[config.mk]
export PLATFORM = sky130hd
export DESIGN_NAME = utf8_to_utf16_transcoder_flat
export DESIGN_NICKNAME = d
export VERILOG_FILES = /design/src/sv/u8u16_pkg.sv /design/src/sv/u8u16_if.sv /design/src/sv/utf8_to_utf16_transcoder.sv /design/src/flat_wrapper.sv
export SDC_FILE = /design/constraint.sdc
export NUM_CORES = 1
export LEC_CHECK = 0
export BUFFER_PORTS_ARGS = -buffer_cell sky130_fd_sc_hd__buf_2
export CAP_MARGIN = 10
export CORE_AREA = 5 5 111 113
export CTS_BUF_LIST = sky130_fd_sc_hd__clkbuf_8
export CTS_CLUSTER_SIZE = 40
export DETAILED_ROUTE_END_ITERATION = 10
export DIE_AREA = 0 0 116 118
export PLACE_DENSITY = 0.76
export SYNTH_ARGS = -nofsm -noshare
export SYNTH_HDL_FRONTEND = slang
export SYNTH_SLANG_ARGS = --single-unit
[constraint.sdc]
create_clock -name clock -period 3.7 [get_ports clock]
set_clock_uncertainty 0.1 [all_clocks]
set_input_delay 0.185 -clock clock [delete_from_list [all_inputs] [get_ports clock]]
set_output_delay 0.185 -clock clock [all_outputs]
set_load 0.01 [all_outputs]
[src/sv/u8u16_pkg.sv]
`timescale 1ns / 1ps
`default_nettype none

package u8u16_pkg;

   localparam int BYTE_W  = 8;
   localparam int UNIT_W  = 16;
   localparam int CP_W    = 21;
   localparam int REM_W   = 2;
   localparam int LEN_W   = 3;
   localparam int RSP_DEPTH = 4;
   localparam int CNT_W   = $clog2(RSP_DEPTH + 1);

   localparam logic [UNIT_W-1:0] LEAD_SURR_OFFSET = 16'hD7C0;
   localparam logic [UNIT_W-1:0] TRAIL_SURR_BASE  = 16'hDC00;
   localparam logic [CP_W-1:0]   MAX_CODE_POINT   = 21'h10FFFF;
   localparam logic [CP_W-1:0]   BMP_MAX          = 21'h00FFFF;
   localparam logic [CP_W-1:0]   TRAIL_MASK       = 21'h0003FF;
   localparam logic [CP_W-1:0]   SURR_LOW         = 21'h00D800;
   localparam logic [CP_W-1:0]   SURR_HIGH        = 21'h00DFFF;
   localparam logic [CP_W-1:0]   MIN_LEN2         = 21'h000080;
   localparam logic [CP_W-1:0]   MIN_LEN3         = 21'h000800;
   localparam logic [CP_W-1:0]   MIN_LEN4         = 21'h010000;

   localparam logic [LEN_W-1:0] SEQ_LEN1 = 3'd1;
   localparam logic [LEN_W-1:0] SEQ_LEN2 = 3'd2;
   localparam logic [LEN_W-1:0] SEQ_LEN3 = 3'd3;
   localparam logic [LEN_W-1:0] SEQ_LEN4 = 3'd4;

   typedef struct packed {
      logic [UNIT_W-1:0] code_unit;
      logic              error_flag;
      logic              last_of_run;
      logic              string_done;
   } rsp_item_type;

   function automatic logic code_point_ok(input logic [CP_W-1:0] cp,
                                          input logic [LEN_W-1:0] len);
      logic ok;
      ok = 1'b1;
      if (cp > MAX_CODE_POINT) ok = 1'b0;
      if (cp >= SURR_LOW && cp <= SURR_HIGH) ok = 1'b0;
      if (len == SEQ_LEN2 && cp < MIN_LEN2) ok = 1'b0;
      if (len == SEQ_LEN3 && cp < MIN_LEN3) ok = 1'b0;
      if (len == SEQ_LEN4 && cp < MIN_LEN4) ok = 1'b0;
      return ok;
   endfunction

endpackage

`default_nettype wire

[src/sv/u8u16_if.sv]
`timescale 1ns / 1ps
`default_nettype none

interface u8u16_req_if;
   import u8u16_pkg::*;
   logic              valid;
   logic              ready;
   logic [BYTE_W-1:0] in_byte;
   logic              end_of_string;

   modport source (output valid, in_byte, end_of_string, input ready);
   modport sink   (input valid, in_byte, end_of_string, output ready);
endinterface

interface u8u16_rsp_if;
   import u8u16_pkg::*;
   logic              valid;
   logic              ready;
   logic [UNIT_W-1:0] code_unit;
   logic              error_flag;
   logic              last_of_run;
   logic              string_done;

   modport source (output valid, code_unit, error_flag, last_of_run, string_done,
                   input ready);
   modport sink   (input valid, code_unit, error_flag, last_of_run, string_done,
                   output ready);
endinterface

`default_nettype wire

[src/sv/utf8_to_utf16_transcoder.sv]
// With the result queue empty, the first code unit of a byte is on rsp in the cycle
// after the byte is taken.
// One byte per cycle is taken while rsp keeps up and req ready holds; a supplementary
// code point gives two units, which leave in turn through the four-entry result queue.
// req ready is high while at most two results wait in that queue.
// Reset (synchronous, active high) clears the decoder state and empties the queue.
`timescale 1ns / 1ps
`default_nettype none

module utf8_to_utf16_transcoder (
   input  wire logic  clock,
   input  wire logic  reset,
   u8u16_req_if.sink  req_chan,
   u8u16_rsp_if.source rsp_chan
);
   import u8u16_pkg::*;

   logic [CP_W-1:0]  partial_ff, partial_in;
   logic [REM_W-1:0] remain_ff, remain_in;
   logic [LEN_W-1:0] seq_len_ff, seq_len_in;
   logic             discard_ff, discard_in;

   rsp_item_type     queue_ff [RSP_DEPTH];
   rsp_item_type     queue_in [RSP_DEPTH];
   rsp_item_type     shifted  [RSP_DEPTH];
   logic [CNT_W-1:0] count_ff, count_in;

   logic             accept;
   logic             pop;
   logic [CNT_W-1:0] base;
   logic [1:0]       push_n;

   rsp_item_type     res0, res1;
   logic [1:0]       res_n;
   logic [LEN_W-1:0] lead_len;
   logic [CP_W-1:0]  lead_bits;
   logic [CP_W-1:0]  cp_next;
   logic [REM_W-1:0] remain_dec;
   logic [CP_W-1:0]  emit_cp;
   logic             do_emit;
   logic             do_fail;
   logic             eos;
   logic [BYTE_W-1:0] b;

   assign req_chan.ready = (count_ff <= CNT_W'(RSP_DEPTH - 2));
   assign accept         = req_chan.valid && req_chan.ready;
   assign eos            = req_chan.end_of_string;
   assign b              = req_chan.in_byte;

   // lead byte class
   always_comb begin
      lead_len  = '0;
      lead_bits = '0;
      if (b[7] == 1'b0) begin
         lead_len  = SEQ_LEN1;
         lead_bits = CP_W'(b[6:0]);
      end else if (b[7:5] == 3'b110) begin
         lead_len  = SEQ_LEN2;
         lead_bits = CP_W'(b[4:0]);
      end else if (b[7:4] == 4'b1110) begin
         lead_len  = SEQ_LEN3;
         lead_bits = CP_W'(b[3:0]);
      end else if (b[7:3] == 5'b11110) begin
         lead_len  = SEQ_LEN4;
         lead_bits = CP_W'(b[2:0]);
      end
   end

   assign cp_next    = {partial_ff[CP_W-7:0], b[5:0]};
   assign remain_dec = remain_ff - REM_W'(1);

   // decode one byte against the held sequence
   always_comb begin
      partial_in = partial_ff;
      remain_in  = remain_ff;
      seq_len_in = seq_len_ff;
      discard_in = discard_ff;
      do_emit    = 1'b0;
      do_fail    = 1'b0;
      emit_cp    = '0;
      if (accept) begin
         if (discard_ff) begin
            if (eos) discard_in = 1'b0;
         end else if (remain_ff == '0) begin
            if (lead_len == '0) begin
               do_fail = 1'b1;
            end else if (lead_len == SEQ_LEN1) begin
               do_emit = 1'b1;
               emit_cp = lead_bits;
            end else if (eos) begin
               do_fail = 1'b1;
            end else begin
               partial_in = lead_bits;
               seq_len_in = lead_len;
               remain_in  = REM_W'(lead_len - LEN_W'(1));
            end
         end else if (b[7:6] != 2'b10) begin
            do_fail = 1'b1;
         end else if (remain_dec != '0) begin
            if (eos) begin
               do_fail = 1'b1;
            end else begin
               partial_in = cp_next;
               remain_in  = remain_dec;
            end
         end else if (!code_point_ok(cp_next, seq_len_ff)) begin
            do_fail = 1'b1;
         end else begin
            do_emit = 1'b1;
            emit_cp = cp_next;
         end
         if (do_fail || do_emit) begin
            partial_in = '0;
            remain_in  = '0;
            seq_len_in = '0;
            discard_in = do_fail && !eos;
         end
      end
   end

   // build the results of this byte
   always_comb begin
      res0  = '0;
      res1  = '0;
      res_n = 2'd0;
      if (do_fail) begin
         res0.error_flag  = 1'b1;
         res0.last_of_run = 1'b1;
         res0.string_done = 1'b1;
         res_n            = 2'd1;
      end else if (do_emit) begin
         if (emit_cp > BMP_MAX) begin
            res0.code_unit   = UNIT_W'(emit_cp >> 10) + LEAD_SURR_OFFSET;
            res1.code_unit   = UNIT_W'(emit_cp & TRAIL_MASK) + TRAIL_SURR_BASE;
            res1.last_of_run = 1'b1;
            res1.string_done = eos;
            res_n            = 2'd2;
         end else begin
            res0.code_unit   = emit_cp[UNIT_W-1:0];
            res0.last_of_run = 1'b1;
            res0.string_done = eos;
            res_n            = 2'd1;
         end
      end
   end

   // result queue: advance on pop, append new results behind what remains
   assign pop    = (count_ff != '0) && rsp_chan.ready;
   assign base   = count_ff - CNT_W'(pop);
   assign push_n = res_n;

   always_comb begin
      for (int i = 0; i < RSP_DEPTH - 1; i++) begin
         shifted[i] = pop ? queue_ff[i+1] : queue_ff[i];
      end
      shifted[RSP_DEPTH-1] = queue_ff[RSP_DEPTH-1];
      for (int i = 0; i < RSP_DEPTH; i++) begin
         queue_in[i] = shifted[i];
         if (push_n != 2'd0 && base == CNT_W'(i)) queue_in[i] = res0;
         if (push_n == 2'd2 && (base + CNT_W'(1)) == CNT_W'(i)) queue_in[i] = res1;
      end
      count_in = base + CNT_W'(push_n);
   end

   always_ff @(posedge clock) begin
      if (reset) begin
         partial_ff <= '0;
         remain_ff  <= '0;
         seq_len_ff <= '0;
         discard_ff <= 1'b0;
         count_ff   <= '0;
      end else begin
         partial_ff <= partial_in;
         remain_ff  <= remain_in;
         seq_len_ff <= seq_len_in;
         discard_ff <= discard_in;
         count_ff   <= count_in;
      end
   end

   always_ff @(posedge clock) begin
      for (int i = 0; i < RSP_DEPTH; i++) begin
         queue_ff[i] <= queue_in[i];
      end
   end

   assign rsp_chan.valid       = (count_ff != '0);
   assign rsp_chan.code_unit   = queue_ff[0].code_unit;
   assign rsp_chan.error_flag  = queue_ff[0].error_flag;
   assign rsp_chan.last_of_run = queue_ff[0].last_of_run;
   assign rsp_chan.string_done = queue_ff[0].string_done;

endmodule

`default_nettype wire
[src/flat_wrapper.sv]
// flat-port wrapper written by rule: the top's interface ports become plain ports
module utf8_to_utf16_transcoder_flat import u8u16_pkg::*;
  (clock, reset, req_chan_valid, req_chan_in_byte, req_chan_end_of_string, req_chan_ready, rsp_chan_valid, rsp_chan_code_unit, rsp_chan_error_flag, rsp_chan_last_of_run, rsp_chan_string_done, rsp_chan_ready);
  u8u16_req_if req_chan_i ();
  u8u16_rsp_if rsp_chan_i ();
  input  wire logic clock;
  input  wire logic reset;
  input wire logic [$bits(req_chan_i.valid)-1:0] req_chan_valid;
  input wire logic [$bits(req_chan_i.in_byte)-1:0] req_chan_in_byte;
  input wire logic [$bits(req_chan_i.end_of_string)-1:0] req_chan_end_of_string;
  output wire logic [$bits(req_chan_i.ready)-1:0] req_chan_ready;
  output wire logic [$bits(rsp_chan_i.valid)-1:0] rsp_chan_valid;
  output wire logic [$bits(rsp_chan_i.code_unit)-1:0] rsp_chan_code_unit;
  output wire logic [$bits(rsp_chan_i.error_flag)-1:0] rsp_chan_error_flag;
  output wire logic [$bits(rsp_chan_i.last_of_run)-1:0] rsp_chan_last_of_run;
  output wire logic [$bits(rsp_chan_i.string_done)-1:0] rsp_chan_string_done;
  input wire logic [$bits(rsp_chan_i.ready)-1:0] rsp_chan_ready;
  assign req_chan_i.valid = req_chan_valid;
  assign req_chan_i.in_byte = req_chan_in_byte;
  assign req_chan_i.end_of_string = req_chan_end_of_string;
  assign req_chan_ready = req_chan_i.ready;
  assign rsp_chan_valid = rsp_chan_i.valid;
  assign rsp_chan_code_unit = rsp_chan_i.code_unit;
  assign rsp_chan_error_flag = rsp_chan_i.error_flag;
  assign rsp_chan_last_of_run = rsp_chan_i.last_of_run;
  assign rsp_chan_string_done = rsp_chan_i.string_done;
  assign rsp_chan_i.ready = rsp_chan_ready;
  utf8_to_utf16_transcoder u_core (.clock(clock), .reset(reset), .req_chan(req_chan_i), .rsp_chan(rsp_chan_i));
endmodule
== Yosys cells after proc, flatten, opt, wreduce, memory -nomap -nowiden ==
Memories as Yosys holds them, arrays and structs flattened.
Index checks and enable logic that the tools add are counted.
Cells by class
  mux-type cells: 99
  $add $sub $neg: 7
  reductions and logical operators: 28
  $lt $le $gt $ge: 8
  eq/ne operators: 22
Operators with widths (count)
  two-way mux 21 bit: 11
  two-way mux 19 bit: 11
  two-way mux 15 bit: 9
  two-way mux 16 bit: 6
  two-way mux 2 bit: 18
  two-way mux 1 bit: 33
  two-way mux 3 bit: 11
  greater-or-equal comparator 21 x 16 -> 1 bit (second input constant): 1
  > comparator 21 x 16 -> 1 bit (second input constant): 1
  > comparator 21 bit (second input constant): 1
  <= comparator 21 x 16 -> 1 bit (second input constant): 1
  less-than comparator 21 x 12 -> 1 bit (second input constant): 1
  less-than comparator 21 x 17 -> 1 bit (second input constant): 1
  less-than comparator 21 x 8 -> 1 bit (second input constant): 1
  == test 3 x 2 -> 1 bit (second input constant): 6
  adder 11 x 15 -> 16 bit (second input constant): 1
  adder 12 x 15 -> 16 bit (second input constant): 1
  logical AND 1 bit: 15
  == test 3 x 1 -> 1 bit (second input constant): 3
  zero test 3 bit: 3
  != test 2 bit (second input constant): 4
  AND reduction 7 bit: 1
  == test 3 bit (second input constant): 2
  != test 3 bit (second input constant): 2
  other kinds (16): 20
Word-level totals
  bits in writable memories: 76
  bits of input ports: 13
  bits in registers: 24
  memories kept: 1
  output and inout port bits: 21
Memories
  u_core.queue_ff: depth 4, bits a word 19, read ports 4, clocked after Yosys merged registers in 0, write ports 4, line utf8_to_utf16_transcoder.sv:23  | rsp_item_type queue_ff [RSP_DEPTH];

== Depth between registers and ports, before layout ==
  depth after elaboration: 25
  gate-level depth with buffers: 18
  mapped depth without buffers: 15

== Worst setup path after synthesis ==
OpenSTA, ideal clock, no wires.
  path kind: register to register
  from: register u_core.count_ff[1] (netlist name)
  to: memory u_core.queue_ff[2][0] in the netlist's numbering (enable)
  data required time: 3.224 ns
  slack: -0.113 ns
  clock period less this slack: 3.813 ns
  stages on the path, launching flop included: 14
  arrival: 3.337 ns
  path through: dfxtp_1 -> a21o_1 -> or3_1 -> buf_4 -> a2111oi_4 -> buf_2 -> nand2_1 -> ha_1 -> o41ai_4 -> mux2i_4 -> or2_1 -> buf_2 -> buf_2 -> nand3_1
RTL lines (line)
  end: declaration: utf8_to_utf16_transcoder.sv:23

==> out/metrics.cfg <==
[run_status]
status=complete, no violations

[layout]
area_delta_synth_final_pct=12.6
fillerInstances=1004
num_antenna_cells=0
num-nets-final=609
seq_area_sq_mm=0.00268
multi_input_area_sq_mm=0.00251
drive_above_1_share=0.180

[logic_synthesis]
netlist_instances=546
yosys-top-cells-count=68 x edfxtp_1, 52 x nand2_1, 44 x nor2_1
synth_ff_type=edfxtp_1
synth_area_sq_mm=0.00541
yosysSeqAreaShare=0.496
synth_edf_count=68
synth_area_per_cell_sq_um=9.91
yosys_warnings=0
synth_area_leader_cell=edfxtp_1
yosys.cell_types.count=70
syn-num-nets=565
async_flop_share=0
synth-seq-cells=100
synth_top_area_frac=0.377
synthTopCellsByArea=edfxtp_1 38%, dfxtp_1 12%, a22oi_1 3.7%
synth.most_common_cell=edfxtp_1

[drt]
wl_per_cell_um=22.3
ant_nets=0
vias=4791
drc=0
drt_iter0_drc=558
drt-pass1-iter-count=6
wirelength_um=16400
vias_per_cell=6.50

[min_path]
hold_path.class=in -> reg
hold_start=req_chan_in_byte[0]
worstHoldPathCells=3
holdPathEnd=u_core.partial_ff[0]

[placement]
portBuffers=33
routabilityCongestion=0.998
place_hpwl_um=11900

[cts]
root_buffer=clkbuf_8
clock_latency_ns=0.38
cts.sinks=100
cts_buffers=9
htreeDepth=3
cts_tree=yes
cts.path.max_buffers=2
cts.reportedPaths.clkPinSlew_ns=0.09
cts_setup_buffers=0

[global_routing]
grt_pass1_wl_um=25600
grt_max_degree=26
grt_antenna_before_repair=0
grt_pass1_vias=4607
track_usage=0.244
overflow=0

[sta]
grt_setup_unrepaired=no
clock.fmax_ghz=0.290
fin_crit_ns=3.45
relSlewSlack=0.444
min_period_over_period=0.932
finalSetupViolCount=0
fin_setup_tns_ns=0
slew_viol_final=0
worst_pin_slew_ns=0.825
final-hold-violation-count=0

[worst_setup_path]
worstPathRequired_ns=3.58
r2r-end=u_core.queue_ff[1][7]
ff2ff_path_depth=10
worstSetupEndpointType=flip-flop
crit_type=reg -> reg
crit_fanout=19
reg2reg_slack_ns=0.25
rr_startpoint=u_core.count_ff[2]
critPathArrivalTime_ns=3.33
start_kind=flip-flop

[job]
cap_viol_max_count=0

[power_and_ir_drop]
peakVddDrop_mv=0.457
power_mw=3.99
p_leak_nw=2.30
p_per_area_mw_per_mm2=656

[floorplan]
dieWidth_um=116
fp.coreArea_sq_mm=0.0112
die_area_sq_mm=0.0137
start_util=0.482
io_pins=34
dieHeight_um=118
rows=39

==> worst max-delay path by stage <==
| stage | from | endpoint | slack [ns] |
|---|---|---|---|
| after global placement | u_core.count_ff[2] | u_core.queue_ff[1][1] | 0.30 |
| after CTS | u_core.count_ff[1] | u_core.queue_ff[0][13] | 0.20 |
| after global routing | u_core.count_ff[1] | u_core.count_ff[1] | 0.07 |
| final | u_core.count_ff[2] | u_core.queue_ff[1][7] | 0.25 |
| after detailed placement | u_core.count_ff[1] | u_core.queue_ff[0][6] | 0.22 |
| after floorplan | u_core.count_ff[1] | u_core.count_ff[1] | 0.02 |
==> cells by family after synthesis <==
family | share of synthesized area
xor gates and xnor gates | 0.00809
DFF | 0.496
muxes | 0.0310
buffers and inverters | 0.0423
and+or+nand+nor | 0.180
AOI/OAI and AO/OA | 0.228
adders and majority gates | 0.0153
==> metal layers <==
layer,vias up,part of all wire,GRT usage
li1,2190,-,-
met1,2306,0.41,0.327
met2,248,0.47,0.379
met3,47,0.091,0.0545
met4,0,0.032,0.0979
met5,-,0,0
==> cell usage in the layout (no fill, tap or decap), types with 14 or more instances in the layout <==
| master | netlist | layout |
|---|---|---|
| a21oi_1 | 26 | 26 |
| nor2_1 | 44 | 44 |
| a22oi_1 | 27 | 27 |
| nand2_1 | 52 | 52 |
| o21ai_0 | 24 | 24 |
| buf_4 | 4 | 37 |
| nor3_1 | 14 | 14 |
| buf_2 | 9 | 33 |
| dfxtp_1 | 32 | 32 |
| nand3_1 | 35 | 33 |
| o211ai_1 | 18 | 18 |
| edfxtp_1 | 68 | 68 |
==> report_power, final <==
group	leakage, nW	total (mW)	internal, mW	switching, mW
Sequential	0.902	1.81	1.70	0.108
Combinational	1.29	1.41	0.522	0.889
Clock	0.109	0.775	0.379	0.397
Total	2.30	3.99	2.60	1.39
==> through the flow <==
stage | utilization | cell area [sq um] | hold slack, ns | std cells | setup slack (ns)
after CTS | 0.542 | 6090 | 0.00907 | 737 | 0.205
final | 0.543 | 6090 | 0.0386 | 737 | 0.251
after floorplan | - | 5420 | 0.157 | 546 | 0.0205
after detailed placement | 0.523 | 5870 | 0.324 | 721 | 0.222
after global placement | 0.523 | 5870 | 0.318 | 721 | 0.303
after global routing | 0.543 | 6090 | 0.0325 | 737 | 0.0682
==> layout make-up <==
cell class / instances / share of cell area
Clock buffer: 9 / 0.0203
Clock inverter: 6 / 0.0144
Inverter: 14 / 0.00863
Multi-Input combinational cell: 394 / 0.412
Sequential cell: 100 / 0.440
Tap cell: 143 / 0.0294
Timing Repair Buffer: 71 / 0.0744
==> worst max-delay path, cell delays in order, from the launching register on <==
cell and delay [ns]:
dfxtp_1 0.34, or3_1 0.38, nand2_1 0.10, inv_1 0.05, ha_1 0.19, ha_1 0.38, nor2_1 0.22, ha_1 0.33
and3_1 0.23, nand3_4 0.25, nand3_2 0.47
==> state kept, by name (all words and copies together), names as in the netlist <==
name,flops
u_core.seq_len_ff,3
u_core.remain_ff,2
u_core.queue_ff,76
u_core.partial_ff,15
u_core.discard_ff,1
u_core.count_ff,3
==> repair_timing <==
item,CTS,global route
setup endpoints to repair,0,1
hold endpoints to repair,1,0
resized for setup,0,1
hold buffers,1,0
No activity file was read; power rests on OpenSTA's default activity.
